==> src/sv/psw_pkg.sv <==
// ----------------------------------------------------------------------------
// psw_pkg: shared types and constants for the progress stall watchdog
// Register indexes, reset values and the control/flag structs.
// ----------------------------------------------------------------------------
package psw_pkg;

  localparam int unsigned CFG_W     = 32;
  localparam int unsigned CFG_IDX_W = 2;

  // Register indexes on the configuration port
  localparam logic [CFG_IDX_W-1:0] CFG_STALL_FIRST  = 2'd0;
  localparam logic [CFG_IDX_W-1:0] CFG_STALL_REPEAT = 2'd1;
  localparam logic [CFG_IDX_W-1:0] CFG_DRAW_IDLE    = 2'd2;

  // Reset values of the thresholds (ms)
  localparam logic [CFG_W-1:0] STALL_FIRST_RST  = 32'd5000;
  localparam logic [CFG_W-1:0] STALL_REPEAT_RST = 32'd30000;
  localparam logic [CFG_W-1:0] DRAW_IDLE_RST    = 32'd10000;

  // Single-bit watchdog state
  typedef struct packed {
    logic outstanding;  // stall report issued and not yet cleared
    logic logged;       // draw-idle already reported for this packet count
    logic seeded;       // first poll has been seen
  } psw_ctl_t;

  // Per-poll report flags
  typedef struct packed {
    logic inventory_request;
    logic draw_idle_report;
    logic stall_cleared;
    logic stall_first;
    logic stall_report;
  } psw_flags_t;

endpackage

==> src/sv/psw_eval.sv <==
// ----------------------------------------------------------------------------
// psw_eval: one-poll watchdog evaluation
// Combinational next-state and report logic for one registered poll.
// ----------------------------------------------------------------------------
module psw_eval import psw_pkg::*; #(
  parameter int unsigned TW = 32
) (
  input  logic [TW-1:0]    now,
  input  logic [TW-1:0]    last,
  input  logic [31:0]      pkts,
  input  logic             past_first,
  input  logic [CFG_W-1:0] stall_first_ms,
  input  logic [CFG_W-1:0] stall_repeat_ms,
  input  logic [CFG_W-1:0] draw_idle_ms,
  input  psw_ctl_t         ctl,
  input  logic [TW-1:0]    reported_at,
  input  logic [31:0]      seen_pkts,
  input  logic [TW-1:0]    change_time,
  output psw_ctl_t         ctl_nxt,
  output logic [TW-1:0]    reported_at_nxt,
  output logic [31:0]      seen_pkts_nxt,
  output logic [TW-1:0]    change_time_nxt,
  output psw_flags_t       flags,
  output logic [TW-1:0]    since,
  output logic [TW-1:0]    idle_for
);

  logic [31:0]   seen_eff;
  logic [TW-1:0] chg_eff;
  logic [TW-1:0] rep_diff;
  logic [TW-1:0] idle_diff;
  logic          stall_hit;
  logic          fire;
  logic          pkt_chg;
  logic          idle_fire;

  always_comb begin
    // first poll seeds the packet tracker with its own values
    seen_eff  = ctl.seeded ? seen_pkts   : pkts;
    chg_eff   = ctl.seeded ? change_time : now;

    since     = (now > last) ? (now - last) : '0;
    stall_hit = 32'(since) >= stall_first_ms;
    rep_diff  = now - reported_at;
    fire      = stall_hit && (!ctl.outstanding || 32'(rep_diff) >= stall_repeat_ms);

    pkt_chg   = pkts != seen_eff;
    idle_diff = now - chg_eff;
    idle_fire = !pkt_chg && !ctl.logged && !stall_hit && past_first &&
                32'(idle_diff) >= draw_idle_ms;

    ctl_nxt.seeded      = 1'b1;
    ctl_nxt.outstanding = stall_hit ? (ctl.outstanding | fire) : 1'b0;
    ctl_nxt.logged      = pkt_chg ? 1'b0 : (ctl.logged | idle_fire);
    reported_at_nxt     = fire ? now : reported_at;
    seen_pkts_nxt       = pkts;
    change_time_nxt     = pkt_chg ? now : chg_eff;
    idle_for            = now - change_time_nxt;

    flags.stall_report      = fire;
    flags.stall_first       = fire && !ctl.outstanding;
    flags.stall_cleared     = !stall_hit && ctl.outstanding;
    flags.draw_idle_report  = idle_fire;
    flags.inventory_request = fire | idle_fire;
  end

endmodule

==> src/sv/progress_stall_watchdog_unit.sv <==
// ----------------------------------------------------------------------------
// progress_stall_watchdog_unit: progress watchdog with repeated stall report
// Polls arrive on a stream; each poll yields one report item.
// ----------------------------------------------------------------------------
// Each accepted poll produces exactly one result item two register stages
// later: the poll is captured in an input register, evaluated against the
// watchdog state in one pass of short logic (a few TIME_BITS-wide subtracts
// and 32-bit compares), and the result lands in the output register while the
// state updates in the same cycle. Throughput is one poll per clock; the only
// thing that slows it is back-pressure on the output, which holds the output
// register and then the input register. Time arithmetic is modulo
// 2^min(TIME_BITS,32); the packet count is always compared at 32 bits.
// Thresholds are to be written via cfg_we/cfg_index/cfg_data while the block
// is idle (not enforced by the block itself); unknown indexes are ignored.
// ----------------------------------------------------------------------------
module progress_stall_watchdog_unit import psw_pkg::*; #(
  parameter int unsigned TIME_BITS = 32
) (
  input  logic                 clk,
  input  logic                 rst_n,
  // poll stream
  input  logic                 in_tvalid,
  output logic                 in_tready,
  input  logic [95:0]          in_tdata,  // now_ms, last_field_ms, packet_count
  input  logic                 in_tuser,  // past_first_field
  // report stream
  output logic                 out_tvalid,
  input  logic                 out_tready,
  output logic [63:0]          out_tdata, // since_field_ms, draw_idle_for_ms
  output logic [4:0]           out_tuser, // stall_report, stall_first,
                                          // stall_cleared, draw_idle_report,
                                          // inventory_request
  // configuration
  input  logic                 cfg_we,
  input  logic [CFG_IDX_W-1:0] cfg_index,
  input  logic [CFG_W-1:0]     cfg_data
);

  // effective time width: fields are 32 bits, narrower if TIME_BITS says so
  localparam int unsigned TW = (TIME_BITS < 32) ? TIME_BITS : 32;

  // thresholds
  logic [CFG_W-1:0] stall_first_r, stall_repeat_r, draw_idle_r;

  // input register
  logic          s1_valid_r;
  logic [TW-1:0] s1_now_r, s1_last_r;
  logic [31:0]   s1_pkts_r;
  logic          s1_past_r;

  // watchdog state
  psw_ctl_t      ctl_r, ctl_nxt;
  logic [TW-1:0] reported_at_r, reported_at_nxt;
  logic [31:0]   seen_pkts_r, seen_pkts_nxt;
  logic [TW-1:0] change_time_r, change_time_nxt;

  // output register
  logic          out_valid_r;
  psw_flags_t    out_flags_r, flags;
  logic [TW-1:0] out_since_r, since;
  logic [TW-1:0] out_idle_r, idle_for;

  logic advance;

  // the registered poll moves on when the output slot is free or draining
  assign advance   = s1_valid_r && (!out_valid_r || out_tready);
  assign in_tready = !s1_valid_r || advance;

  always_ff @(posedge clk) begin
    if (!rst_n) begin
      stall_first_r  <= STALL_FIRST_RST;
      stall_repeat_r <= STALL_REPEAT_RST;
      draw_idle_r    <= DRAW_IDLE_RST;
    end else if (cfg_we) begin
      unique case (cfg_index)
        CFG_STALL_FIRST:  stall_first_r  <= cfg_data;
        CFG_STALL_REPEAT: stall_repeat_r <= cfg_data;
        CFG_DRAW_IDLE:    draw_idle_r    <= cfg_data;
        default:          ;
      endcase
    end
  end

  // input stage
  always_ff @(posedge clk) begin
    if (!rst_n) begin
      s1_valid_r <= 1'b0;
    end else if (in_tready) begin
      s1_valid_r <= in_tvalid;
    end
  end

  always_ff @(posedge clk) begin
    if (in_tready && in_tvalid) begin
      s1_now_r  <= in_tdata[TW-1:0];
      s1_last_r <= in_tdata[32 +: TW];
      s1_pkts_r <= in_tdata[95:64];
      s1_past_r <= in_tuser;
    end
  end

  psw_eval #(
    .TW (TW)
  ) u_eval (
    .now             (s1_now_r),
    .last            (s1_last_r),
    .pkts            (s1_pkts_r),
    .past_first      (s1_past_r),
    .stall_first_ms  (stall_first_r),
    .stall_repeat_ms (stall_repeat_r),
    .draw_idle_ms    (draw_idle_r),
    .ctl             (ctl_r),
    .reported_at     (reported_at_r),
    .seen_pkts       (seen_pkts_r),
    .change_time     (change_time_r),
    .ctl_nxt         (ctl_nxt),
    .reported_at_nxt (reported_at_nxt),
    .seen_pkts_nxt   (seen_pkts_nxt),
    .change_time_nxt (change_time_nxt),
    .flags           (flags),
    .since           (since),
    .idle_for        (idle_for)
  );

  // state commits with the result, so the next poll sees it immediately
  always_ff @(posedge clk) begin
    if (!rst_n) begin
      ctl_r         <= '0;
      reported_at_r <= '0;
      seen_pkts_r   <= '0;
      change_time_r <= '0;
    end else if (advance) begin
      ctl_r         <= ctl_nxt;
      reported_at_r <= reported_at_nxt;
      seen_pkts_r   <= seen_pkts_nxt;
      change_time_r <= change_time_nxt;
    end
  end

  // output stage
  always_ff @(posedge clk) begin
    if (!rst_n) begin
      out_valid_r <= 1'b0;
    end else if (advance) begin
      out_valid_r <= 1'b1;
    end else if (out_tready) begin
      out_valid_r <= 1'b0;
    end
  end

  always_ff @(posedge clk) begin
    if (advance) begin
      out_flags_r <= flags;
      out_since_r <= since;
      out_idle_r  <= idle_for;
    end
  end

  assign out_tvalid = out_valid_r;
  assign out_tdata  = {32'(out_idle_r), 32'(out_since_r)};
  assign out_tuser  = out_flags_r;

`ifndef SYNTHESIS
  // first-of-stall only ever rides on a stall report
  a_first_has_report: assert property (@(posedge clk) disable iff (!rst_n)
    out_valid_r && out_flags_r.stall_first |-> out_flags_r.stall_report)
    else $error("stall_first without stall_report");

  // a poll cannot both report a stall and clear it
  a_report_xor_clear: assert property (@(posedge clk) disable iff (!rst_n)
    out_valid_r |-> !(out_flags_r.stall_report && out_flags_r.stall_cleared))
    else $error("stall report and clear in one poll");

  // draw-idle needs fields advancing, so never alongside a stall report
  a_idle_no_stall: assert property (@(posedge clk) disable iff (!rst_n)
    out_valid_r && out_flags_r.draw_idle_report |-> !out_flags_r.stall_report)
    else $error("draw-idle report during a stall");

  // a stall report leaves a report outstanding for the next poll
  a_report_sets_outstanding: assert property (@(posedge clk) disable iff (!rst_n)
    advance && flags.stall_report |=> ctl_r.outstanding)
    else $error("stall report did not mark outstanding");
`endif

endmodule
==> config.mk <==
export PLATFORM = sky130hd
export DESIGN_NAME = progress_stall_watchdog_unit
export DESIGN_NICKNAME = d
export VERILOG_FILES = /design/src/sv/psw_pkg.sv /design/src/sv/psw_eval.sv /design/src/sv/progress_stall_watchdog_unit.sv
export SDC_FILE = /design/constraint.sdc
export NUM_CORES = 1
export LEC_CHECK = 0
export BUFFER_PORTS_ARGS = -buffer_cell sky130_fd_sc_hd__buf_2
export CAP_MARGIN = 15
export CORE_MARGIN = 2
export CORE_UTILIZATION = 40
export DETAILED_ROUTE_END_ITERATION = 10
export PLACE_DENSITY_LB_ADDON = 0.3
export SLEW_MARGIN = 10
export SYNTH_ARGS = -nofsm -noshare
export SYNTH_HDL_FRONTEND = slang
export SYNTH_HIERARCHICAL = 1
export SYNTH_SLANG_ARGS = --single-unit
==> constraint.sdc <==
create_clock -name clk -period 9.5 [get_ports clk]
set_input_delay 0 -clock clk [delete_from_list [all_inputs] [get_ports clk]]
set_output_delay 0 -clock clk [all_outputs]
set_load 0.005 [all_outputs]
==> results.yml <==
run_status:
  outcome: "finished, final reports clean"
timing:
  rsz0062_at_grt: "false"
  period_needed_ps: 6490
  slew_hr_pct: 29.6
  finalClockSkew_ps: 22.4
  clock.fmax_mhz: 154
  finalCritPeriodShare_pct: 68.3
  hold_ws_ps: 67.2
  hold_violations: 0
  final.setup.tns_ps: 0
  fin_ws_ps: 3010
  worst-slew-pin-transition_ps: 1060
  setup-violations-final: 0
  finalMaxSlewViolations: 0
finish:
  synthToLayoutAreaGrowth_pct: 18.3
  num-fill-cells: 5329
  final_layout_size_suffix_gt1_share_pct: 13.2
  final_nets: 3168
  antenna-diode-count: 0
  stdcell_count: 3596
pwr:
  power.total_mw: 4.85
  leakagePower_nw: 11.6
  power.density_mw_per_mm2: 178
  p_int_mw: 3.36
  sequentialPowerShare_pct: 37.7
  power.combinational.fraction_pct: 27.6
  swShare_pct: 30.7
  vdd.ir_drop.worst_mv: 0.150
  power.share.clock_pct: 34.7
  switchingPower_mw: 1.49
yosys:
  synthArstFlopShare_pct: 0
  ys_seq_elements: 363
  synthesis.area_per_instance_sq_um: 9.07
  post_synth_edffs: 166
  ys_warn_count: 6
  synthFlopType: "dfxtp_1"
  netlist_area_sq_mm: 0.0230
  synth_cells: 2538
  synth.net_count: 2899
  synth_seq_area_share_pct: 38.8
  synth_cell_type_count: 72
critical_path:
  crit_path_start_kind: "flip-flop"
  critical_path_peak_fanout: 34
  data_required_time_at_the_worst_endpoint_ps: 9920
  worst_path_largest_cell_delay_ps: 550
  startpoint: "s1_now_r[0]"
  capturing_element_type_of_the_critical_path: "flip-flop"
  r2r-end: "reported_at_r[14]"
  cp_slowest_cell: "or2_2"
  r2r_setup_slack_ps: 3010
  most_frequent_cell_on_critical_path: "a21oi_1"
  worstRegToRegCells: 25
  critPathArrivalTime_ps: 6910
  critical_path_class: "reg -> reg"
  regToRegStartpoint: "s1_now_r[0]"
placement:
  gp_routability_congestion: 0.902
  post-place-cells: 3384
  place.detailed.hpwl_microns: 45600
  dpl_worst_slack_ps: 3150
  io_buffers: 206
clock_tree:
  cts_resized: 0
  clock_pin_slew_worst_setup_and_hold_paths_ps: 60
  count_of_clock_tree_sinks: 363
  clock_path_buffers: 3
  cts_root_buffer: "clkbuf_16"
  insertion_delay_ps: 580
  cts-htree-levels: 2
  cts_made_buffers: 43
  clock_tree_from_tritoncts: "done"
drt:
  vias_per_cell: 5.18
  drt-initial-drc-count: 1234
  routedWlPerCell_microns: 17.1
  drcViolationCount: 0
  route.final.wire_length_microns: 61500
  vias: 18611
  drtPass1Iterations: 5
  ant_nets: 0
global_route:
  antenna_found_initial: 0
  largest_net_degree_at_the_start_of_global_routing: 130
  global_route_wire_length_before_repair_microns: 96300
  grtUsageTotal_pct: 20.2
  grt.overflow.total: 0
  grt_pass1_vias: 18204
worst_hold_path:
  min_path_cells: 4
  holdPathEnd: "stall_repeat_r[9]"
  hold_path_startpoint: "cfg_index[0]"
  holdCritPathClass: "in -> reg"
die:
  fp.dieArea_sq_mm: 0.0595
  floorplan.die.width_microns: 244
  die-height_microns: 244
  top_level_ports: 207
  core_area_sq_mm: 0.0566
  floorplan.rows: 87
  floorplan.initialDensity_pct: 40.7
run:
  timing.max_cap.violations: 0
-- cells in the mapped netlist (all sizes together) (3+ instances only) --
library cell | n | area, sq um
and4 | 4 | 35.0
o21bai | 28 | 210
inv | 251 | 942
o21a | 25 | 188
or2 | 4 | 25.0
mux2i | 111 | 1110
o21ai | 189 | 972
nand2b | 18 | 113
a21boi | 5 | 37.5
a21o | 67 | 503
xor2 | 65 | 569
o31ai | 5 | 51.3
a221oi | 5 | 43.8
a2111oi | 8 | 76.3
fa | 4 | 80.1
nor2 | 91 | 342
a31o | 3 | 26.3
a21oi | 137 | 693
nand3 | 112 | 576
a211o | 8 | 70.1
nand4 | 25 | 156
o211ai | 8 | 60.1
or3 | 8 | 50.1
ha | 221 | 2770
dfxtp | 197 | 3940
nor2b | 24 | 150
mux2 | 63 | 709
nor4 | 11 | 68.8
nand2 | 365 | 1370
clkbuf | 55 | 209
buf | 73 | 465
a41oi | 4 | 35.0
a31oi | 11 | 75.1
a211oi | 18 | 140
o2111ai | 5 | 43.8
and2 | 11 | 68.8
nor3 | 16 | 80.1
and3 | 11 | 70.1
edfxtp | 166 | 4980
nand3b | 3 | 22.5
o22ai | 4 | 25.0
xnor2 | 81 | 709
-- worst max-delay path, delay by kind of cell, from the launching register on --
family                     cells  cell delay (ps)
AOI/OAI and AO/OA             12             2620
buffers and inverters          3              770
muxes                          2              500
DFF                            1              430
and+or+nand+nor                5             1010
adders and majority gates      3              990
-- worst max-delay path by stage --
stage	to	slack, ps
2_1_floorplan	out_tuser[3]	4150
3_3_place_gp	reported_at_r[0]	3420
3_5_place_dp	reported_at_r[21]	3150
4_1_cts	reported_at_r[14]	3160
5_1_grt	reported_at_r[6]	2670
6_report	reported_at_r[14]	3010
-- metal layers --
metal  vias up  track usage, %  routed length (microns)
met5         -               0                        0
met4         0            5.63                     1290
met3        77            2.67                     2910
met2       420            33.8                    28500
met1      8746            27.4                    28800
li1       9368               -                        -
-- through the flow --
stage / cell area, sq um / utilization [%]
2_1_floorplan: 23000 / -
3_3_place_gp: 24500 / 43.2
3_5_place_dp: 24500 / 43.2
4_1_cts: 27200 / 48.1
5_1_grt: 27200 / 48.1
6_report: 27200 / 48.1
-- power by group through the flow --
stage / sequential [mW] / clock, mW / combinational (mW)
2_1_floorplan: 1.84 / 0 / 0.970
3_3_place_gp: 1.86 / 0 / 1.25
3_5_place_dp: 1.86 / 0 / 1.28
4_1_cts: 1.83 / 1.73 / 1.34
5_1_grt: 1.84 / 1.79 / 1.49
6_report: 1.83 / 1.68 / 1.34
-- kinds of logic (layout without fill, tap and decap cells) --
logic type | Yosys count | in the layout | share of synthesized area, %
muxes | 174 | 174 | 7.91
xor gates and xnor gates | 146 | 146 | 5.55
other | 1 | 1 | 0.0163
DFF | 363 | 363 | 38.8
buffers and inverters | 379 | 681 | 7.02
AOI/OAI and AO/OA | 540 | 540 | 14.5
adders and majority gates | 225 | 225 | 12.4
and+or+nand+nor | 710 | 710 | 13.8
-- placed cells by master (no fill, tap or decap), types with 7 or more instances in the layout --
cell type / count
nand2_1: 365
inv_1: 251
ha_1: 221
buf_2: 205
dfxtp_1: 196
o21ai_0: 171
edfxtp_1: 166
a21oi_1: 135
dlygate4sd3_1: 134
mux2i_1: 111
nand3_1: 109
nor2_1: 91
xnor2_1: 81
a21o_1: 67
xor2_1: 65
mux2_2: 63
clkbuf_16: 43
o21bai_1: 28
o21a_1: 25
nand4_1: 25
nor2b_1: 23
nand2b_1: 18
a211oi_1: 17
nor3_1: 16
buf_4: 11
nor4_1: 11
o21ai_1: 10
and2_1: 10
and3_1: 10
a31oi_1: 10
clkinv_1: 8
or3_1: 8
o211ai_1: 8
a211o_1: 8
o21ai_2: 7
a2111oi_0: 7
-- timing repair --
action | CTS | global route
buffers inserted | 0 | 0
hold endpoints to repair | 234 | 0
hold buffers | 134 | 0
endpoints found under the setup margin | 0 | 0
-- layout make-up --
| class | instances | area (sq um) | area share (%) |
|---|---|---|---|
| Clock buffer | 53 | 1160 | 4.27 |
| Inverter | 251 | 942 | 3.46 |
| Multi-Input combinational cell | 1796 | 12500 | 45.9 |
| Sequential cell | 363 | 8930 | 32.8 |
| Tap cell | 756 | 946 | 3.47 |
| Clock inverter | 25 | 260 | 0.956 |
| Timing Repair Buffer | 352 | 2480 | 9.13 |
Power figures use the tool's default switching activity.
